### src/sv/tlsm_pkg.sv
// ----------------------------------------------------------------------------
// tlsm_pkg
// Shared constants and types for the two-list sorted merge block.
// ----------------------------------------------------------------------------
package tlsm_pkg;

  localparam int LIST_DEPTH = 32;
  localparam int ADDR_W     = (LIST_DEPTH > 1) ? $clog2(LIST_DEPTH) : 1;
  localparam int CNT_W      = $clog2(LIST_DEPTH + 1);
  localparam int SUM_W      = $clog2(2 * LIST_DEPTH + 1);
  localparam int WORD_W     = 32;

  typedef logic [1:0]               op_t;
  typedef logic signed [WORD_W-1:0] word_t;
  typedef logic [ADDR_W-1:0]        addr_t;
  typedef logic [CNT_W-1:0]         cnt_t;
  typedef logic [SUM_W-1:0]         sum_t;

  localparam op_t OP_LOAD_A = 2'd0;
  localparam op_t OP_LOAD_B = 2'd1;
  localparam op_t OP_START  = 2'd2;

endpackage

### src/sv/tlsm_list_ram.sv
// ----------------------------------------------------------------------------
// tlsm_list_ram
// One list store: single write port, single read port, registered read data.
// ----------------------------------------------------------------------------
module tlsm_list_ram (
  input  logic          clk,
  input  logic          we,
  input  tlsm_pkg::addr_t waddr,
  input  tlsm_pkg::word_t wdata,
  input  tlsm_pkg::addr_t raddr,
  output tlsm_pkg::word_t rdata
);
  import tlsm_pkg::*;

  word_t mem [LIST_DEPTH];

  always_ff @(posedge clk) begin
    if (we) begin
      mem[waddr] <= wdata;
    end
  end

  // read-before-write on a same-address collision
  always_ff @(posedge clk) begin
    rdata <= mem[raddr];
  end

endmodule

### src/sv/two_list_sorted_merge.sv
// ----------------------------------------------------------------------------
// two_list_sorted_merge
// Appends values to two sorted lists, then streams their stable merge.
// ----------------------------------------------------------------------------
//
//  Channel  Ports                                       Handshake
//  -------  ------------------------------------------  ----------------------
//  input    in_operation, in_item_value                 start && !busy
//  result   out_merged_value, out_final_flag            out_valid, one cycle
//
//  A load can be accepted every cycle while the block is not busy.
//  A start with N = count_a + count_b > 0 holds busy while the N words are
//  merged and gives one word per cycle, each from a registered output. The
//  two list RAMs are read at the next head index each cycle, so the
//  compare-and-advance loop runs at one word per cycle.
//  Synchronous active-low reset empties both lists; RAM contents are kept.
//  The receiver cannot stall.
// ----------------------------------------------------------------------------
module two_list_sorted_merge (
  input  logic            clk,
  input  logic            rst_n,
  input  logic            start,
  output logic            busy,
  input  tlsm_pkg::op_t   in_operation,
  input  tlsm_pkg::word_t in_item_value,
  output logic            out_valid,
  output tlsm_pkg::word_t out_merged_value,
  output logic            out_final_flag
);
  import tlsm_pkg::*;

  typedef enum logic {ST_IDLE, ST_MERGE} state_t;

  state_t state_r, state_nxt;
  cnt_t   cnt_a_r, cnt_a_nxt, cnt_b_r, cnt_b_nxt;
  cnt_t   ia_r, ia_nxt, ib_r, ib_nxt;
  logic   out_valid_nxt, out_final_nxt;
  word_t  out_value_nxt;

  logic   accept, we_a, we_b;
  logic   have_a, have_b, take_a, last;
  word_t  rd_a, rd_b;

  assign busy   = (state_r == ST_MERGE);
  assign accept = start && !busy;
  assign we_a   = accept && (in_operation == OP_LOAD_A) && (cnt_a_r < CNT_W'(LIST_DEPTH));
  assign we_b   = accept && (in_operation == OP_LOAD_B) && (cnt_b_r < CNT_W'(LIST_DEPTH));

  tlsm_list_ram u_ram_a (
    .clk   (clk),
    .we    (we_a),
    .waddr (cnt_a_r[ADDR_W-1:0]),
    .wdata (in_item_value),
    .raddr (ia_nxt[ADDR_W-1:0]),
    .rdata (rd_a)
  );

  tlsm_list_ram u_ram_b (
    .clk   (clk),
    .we    (we_b),
    .waddr (cnt_b_r[ADDR_W-1:0]),
    .wdata (in_item_value),
    .raddr (ib_nxt[ADDR_W-1:0]),
    .rdata (rd_b)
  );

  assign have_a = (ia_r < cnt_a_r);
  assign have_b = (ib_r < cnt_b_r);
  // tie goes to list A
  assign take_a = (have_a && have_b) ? (rd_a <= rd_b) : have_a;
  assign last   = (SUM_W'(ia_r) + SUM_W'(ib_r) + SUM_W'(1))
                  == (SUM_W'(cnt_a_r) + SUM_W'(cnt_b_r));

  always_comb begin
    state_nxt     = state_r;
    cnt_a_nxt     = cnt_a_r;
    cnt_b_nxt     = cnt_b_r;
    ia_nxt        = ia_r;
    ib_nxt        = ib_r;
    out_valid_nxt = 1'b0;
    out_final_nxt = 1'b0;
    out_value_nxt = take_a ? rd_a : rd_b;
    unique case (state_r)
      ST_IDLE: begin
        if (we_a) begin
          cnt_a_nxt = cnt_a_r + CNT_W'(1);
        end
        if (we_b) begin
          cnt_b_nxt = cnt_b_r + CNT_W'(1);
        end
        // heads of both lists are read at index 0 while idle
        if (accept && (in_operation == OP_START) && ((cnt_a_r | cnt_b_r) != '0)) begin
          state_nxt = ST_MERGE;
        end
      end
      ST_MERGE: begin
        out_valid_nxt = 1'b1;
        out_final_nxt = last;
        if (take_a) begin
          ia_nxt = ia_r + CNT_W'(1);
        end else begin
          ib_nxt = ib_r + CNT_W'(1);
        end
        if (last) begin
          state_nxt = ST_IDLE;
          cnt_a_nxt = '0;
          cnt_b_nxt = '0;
          ia_nxt    = '0;
          ib_nxt    = '0;
        end
      end
      default: state_nxt = ST_IDLE;
    endcase
  end

  always_ff @(posedge clk) begin
    if (!rst_n) begin
      state_r   <= ST_IDLE;
      cnt_a_r   <= '0;
      cnt_b_r   <= '0;
      ia_r      <= '0;
      ib_r      <= '0;
      out_valid <= 1'b0;
    end else begin
      state_r   <= state_nxt;
      cnt_a_r   <= cnt_a_nxt;
      cnt_b_r   <= cnt_b_nxt;
      ia_r      <= ia_nxt;
      ib_r      <= ib_nxt;
      out_valid <= out_valid_nxt;
    end
    out_merged_value <= out_value_nxt;
    out_final_flag   <= out_final_nxt && rst_n;
  end

  // ---- checks --------------------------------------------------------------
  a_idx_bound: assert property (@(posedge clk) disable iff (!rst_n)
    (state_r == ST_MERGE) |-> (ia_r <= cnt_a_r) && (ib_r <= cnt_b_r)
                              && (have_a || have_b))
    else $error("merge index past list end");

  a_final_clears: assert property (@(posedge clk) disable iff (!rst_n)
    out_final_flag |-> out_valid && (cnt_a_r == '0) && (cnt_b_r == '0))
    else $error("final word without cleared counts");

  a_valid_src: assert property (@(posedge clk) disable iff (!rst_n)
    out_valid |-> $past(state_r == ST_MERGE))
    else $error("result word outside a merge");

  a_idle_idx: assert property (@(posedge clk) disable iff (!rst_n)
    (state_r == ST_IDLE) |-> (ia_r == '0) && (ib_r == '0))
    else $error("head indexes not rewound");

endmodule

### config.mk
export PLATFORM = sky130hd
export DESIGN_NAME = two_list_sorted_merge
export DESIGN_NICKNAME = d
export VERILOG_FILES = /design/src/sv/tlsm_pkg.sv /design/src/sv/tlsm_list_ram.sv /design/src/sv/two_list_sorted_merge.sv
export SDC_FILE = /design/constraint.sdc
export NUM_CORES = 2
export LEC_CHECK = 0
export ABC_AREA = 1
export BUFFER_PORTS_ARGS = -buffer_cell sky130_fd_sc_hd__buf_2
export CAP_MARGIN = 20
export CORE_MARGIN = 2
export CORE_UTILIZATION = 30
export CTS_CLUSTER_SIZE = 12
export DETAILED_ROUTE_END_ITERATION = 7
export GPL_ROUTABILITY_DRIVEN = 1
export SLEW_MARGIN = 20
export SYNTH_ARGS = -nofsm -noshare
export SYNTH_HDL_FRONTEND = slang
export SYNTH_SLANG_ARGS = --single-unit
export TNS_END_PERCENT = 5
### constraint.sdc
create_clock -name clk -period 3.7 [get_ports clk]
set_input_delay 0.74 -clock clk [delete_from_list [all_inputs] [get_ports clk]]
set_output_delay 0.74 -clock clk [all_outputs]
set_load 0.02 [all_outputs]
==> results.tsv <==
stage	metric	value	unit
run_status	status	completed	
job	Max-Cap Viols	0	
sta	RSZ-0062 raised after global routing	true	
routing	DRT antenna net count	0	
synth	Synth Area in Simple Gates	20.9	%
synth	ys async rst share	0	%
synth	Yosys top cell by area	edfxtp_1	
global_route	Global Route Usage Sum	17.3	%
worst_setup_path	critical path arrival	4410	ps
sta	post-layout min period	3680	ps
cts	CTS Hold Bufs	0	
synth	FF+latch count, synth	2171	
floorplan	Die X-Extent	572	um
cts	Clock Latency Late Sink	930	ps
synth	Post-Syn Instances	9400	
cts	CTS root buffer	clkbuf_16	
synth	Synth Net Count	9509	
sta	Max Clock Skew	87.4	ps
global_route	pin count of the biggest net entering global routing	91	
synth	mapped cell area	96900	um^2
layout	Layout area overhead	21.0	%
cts	CTS sink cnt	2171	
synth	synth warn	0	
floorplan	die area	328000	um^2
routing	Initial DRT Pass Iterations	8	
routing	DR vias	69871	
synth	post-synthesis cell type count	38	
synth	Post-synth EDFFs	2048	
sta	relative slew slack	25.2	%
layout	footprint of the multi-input gates	23900	um^2
worst_setup_path	WS Path Type	register to register	
synth	post-synthesis sequential area ratio	66.0	%
sta	final setup vio count	0	
pwr	PwrDens	444	nW/um^2
sta	Slew Viols, Final	0	
routing	Total Wirelength	296000	um
layout	register area	64000	um^2
cts	CTS tree	done	
floorplan	FP Rows	208	
worst_setup_path	Startpoint Class	register	
floorplan	Ports	72	
worst_setup_path	largest fanout on the critical path	14	
floorplan	Die H	572	um
cts	Max clock buf depth	4	
floorplan	initial core utilization	30.2	%
global_route	initial antenna violation count	27	
layout	layout cells sized above 1	13.4	%
sta	endpoints failing hold	0	
global_route	grt ovf	0	
synth	largest family of logic cells by synthesized area	simple AND/OR/NAND/NOR gates	
synth	Area contributors post-synth	edfxtp_1, nand3_1, inv_1	
layout	number of fill cells	31389	
place	routability cong.	0.829	
synth	post-synthesis mux area share	0	%
synth	most frequent cell after synthesis	edfxtp_1	
floorplan	Core ar.	321000	um^2
synth	Synth Area in Compound Gates	1.52	%
routing	drt initial violations	7288	
sta	PnR worst setup slack	20.7	ps
pwr	Worst VDD drop	0.427	mV
routing	drt drc	0	
place	HPWL after detailed placement	174000	um
sta	Max Freq	272	MHz
cts	Reg clk slew, reported paths	60	ps
sta	Hold WS	232	ps
pwr	Lkg Pwr	49.0	nW
synth	xor/xnor cell area share of the yosys netlist	0.127	%
worst_setup_path	Critical Path RT	4430	ps
cts	TritonCTS Buffers	232	
routing	routed len/inst	20.7	um
synth	syn avg cell area	10.3	um^2
layout	design area	117000	um^2
routing	DR vias/cell	4.88	
sta	setup_tns	0	ps
sta	Slew @ Worst Pin	1120	ps
place	IO Port Bufs	71	
synth	top-area cell type share of the netlist area	63.5	%
worst_hold_path	HP Class	input port to register	
worst_setup_path	CP endpoint kind	register	
place	Placement Setup Slack	-320	ps
layout	Final nets	9912	
global_route	first-pass GRT wire length	430000	um
cts	H-tree depth reported by CTS	4	
synth	Commonest cells post-synth	edfxtp_1, inv_1, nand3_1, nand2_1, nand4_1	
synth	adder-cell area share of the yosys netlist	0.945	%
global_route	number of global-route vias before repair	65457	
sta	period utilization	99.4	%
place	Placement Cell Area	108000	um^2
synth	Top FF cell, synth	edfxtp_1	
## cells by family after synthesis
logic type               count (synthesis)
AO/OA/AOI/OAI                          287
XOR/XNOR                                14
flip-flops                            2171
AND/OR/NAND/NOR                       4268
adder cells (fa/ha/maj)                 72
buffers and inverters                 2588
## layer usage
| metal | vias up | GRT usage (%) | wire length [um] |
|---|---|---|---|
| met3 | 493 | 2.16 | 20800 |
| met4 | 0 | 5.73 | 8640 |
| met5 | - | 0 | 0 |
| met1 | 34012 | 22.7 | 122000 |
| met2 | 2792 | 29.5 | 145000 |
| li1 | 32574 | - | - |
## where the power goes
group          switching, mW  internal (mW)
Sequential            0.0836           27.0
Combinational           1.86          0.862
Clock                   9.60           12.6
## worst max-delay path, cell delays in order (launching register included)
cell and delay, ps:
dfxtp_1 580, ha_1 310, nand2_1 120, nor3_2 70
and2b_1 170, nand2_1 90, nand2_2 70, a21oi_4 130
nand3_4 130, nand2_4 140, buf_4 130, nand3_4 130
nand3_4 210, buf_12 180, buf_12 110, buf_4 140
clkbuf_16 190, nand2_1 70, nand3_1 70, nand3_1 110
nand3_1 100, nand2_1 50, nand2_1 70, nand2_2 100
## what timing repair did
item                                    4_1_cts  5_1_grt
buffers inserted                              7       47
endpoints found under the setup margin       59       65
gates resized for setup                      44      209
pin swaps                                     4       28
gates cloned                                  4       27
## stage by stage
step / utilization (%) / std cells / power, mW
finish: 36.5 / 14304 / 52.0
floorplan: - / 9400 / 28.7
global route: 36.5 / 14299 / 53.4
global placement: 33.6 / 13790 / 30.1
detailed placement: 33.6 / 13790 / 30.1
CTS: 35.9 / 14212 / 52.2
## cells in the final DEF, fill, tap and decap left out, drive strengths merged, types with 2 or more instances in the layout
cell      count
bufinv        5
nand2      1640
fa            2
o211ai        2
buf         769
nand3      1638
clkinvlp      2
nor4          4
xnor2         6
o21ai       205
inv        1962
a211oi        2
clkbuf      371
clkinv       56
a21o          2
nor2        130
dfxtp       123
ha           70
xor2          8
a31oi         2
diode        19
nand4       842
o21a          2
a21oi        71
bufbuf        3
nor3         11
edfxtp     2048
## sequential cells by signal, indices dropped and copies added (netlist names)
| signal | cells |
|---|---|
| u_ram_a.rdata | 32 |
| u_ram_b.rdata | 32 |
| ib_r | 6 |
| ia_r | 6 |
| busy | 1 |
| out_merged_value | 32 |
| u_ram_b.mem | 1024 |
| out_final_flag | 1 |
| out_valid | 1 |
| cnt_a_r | 6 |
| cnt_b_r | 6 |
| u_ram_a.mem | 1024 |
## final timing paths
check / slack [ps] / cells past startpoint / start / end
max: 20 / 23 / u_ram_a.rdata[28]$_DFF_P_ / u_ram_b.rdata[21]$_DFF_P_
min reg2reg: 560 / 2 / ia_r[5]$_SDFFE_PN0P_ / ia_r[5]$_SDFFE_PN0P_
max reg2reg: 20 / 23 / u_ram_a.rdata[28]$_DFF_P_ / u_ram_b.rdata[21]$_DFF_P_
min: 230 / 3 / rst_n / cnt_b_r[0]$_SDFFE_PN0P_
## area by class of cell
type / instances / share of cell area, %
Tap cell: 4305 / 4.59
Antenna cell: 19 / 0.0406
Sequential cell: 2171 / 54.6
Inverter: 1962 / 6.33
Multi-Input combinational cell: 4641 / 20.4
Clock buffer: 348 / 5.65
Clock inverter: 63 / 0.446
Timing Repair Buffer: 795 / 7.97
Power figures use the tool's default switching activity.
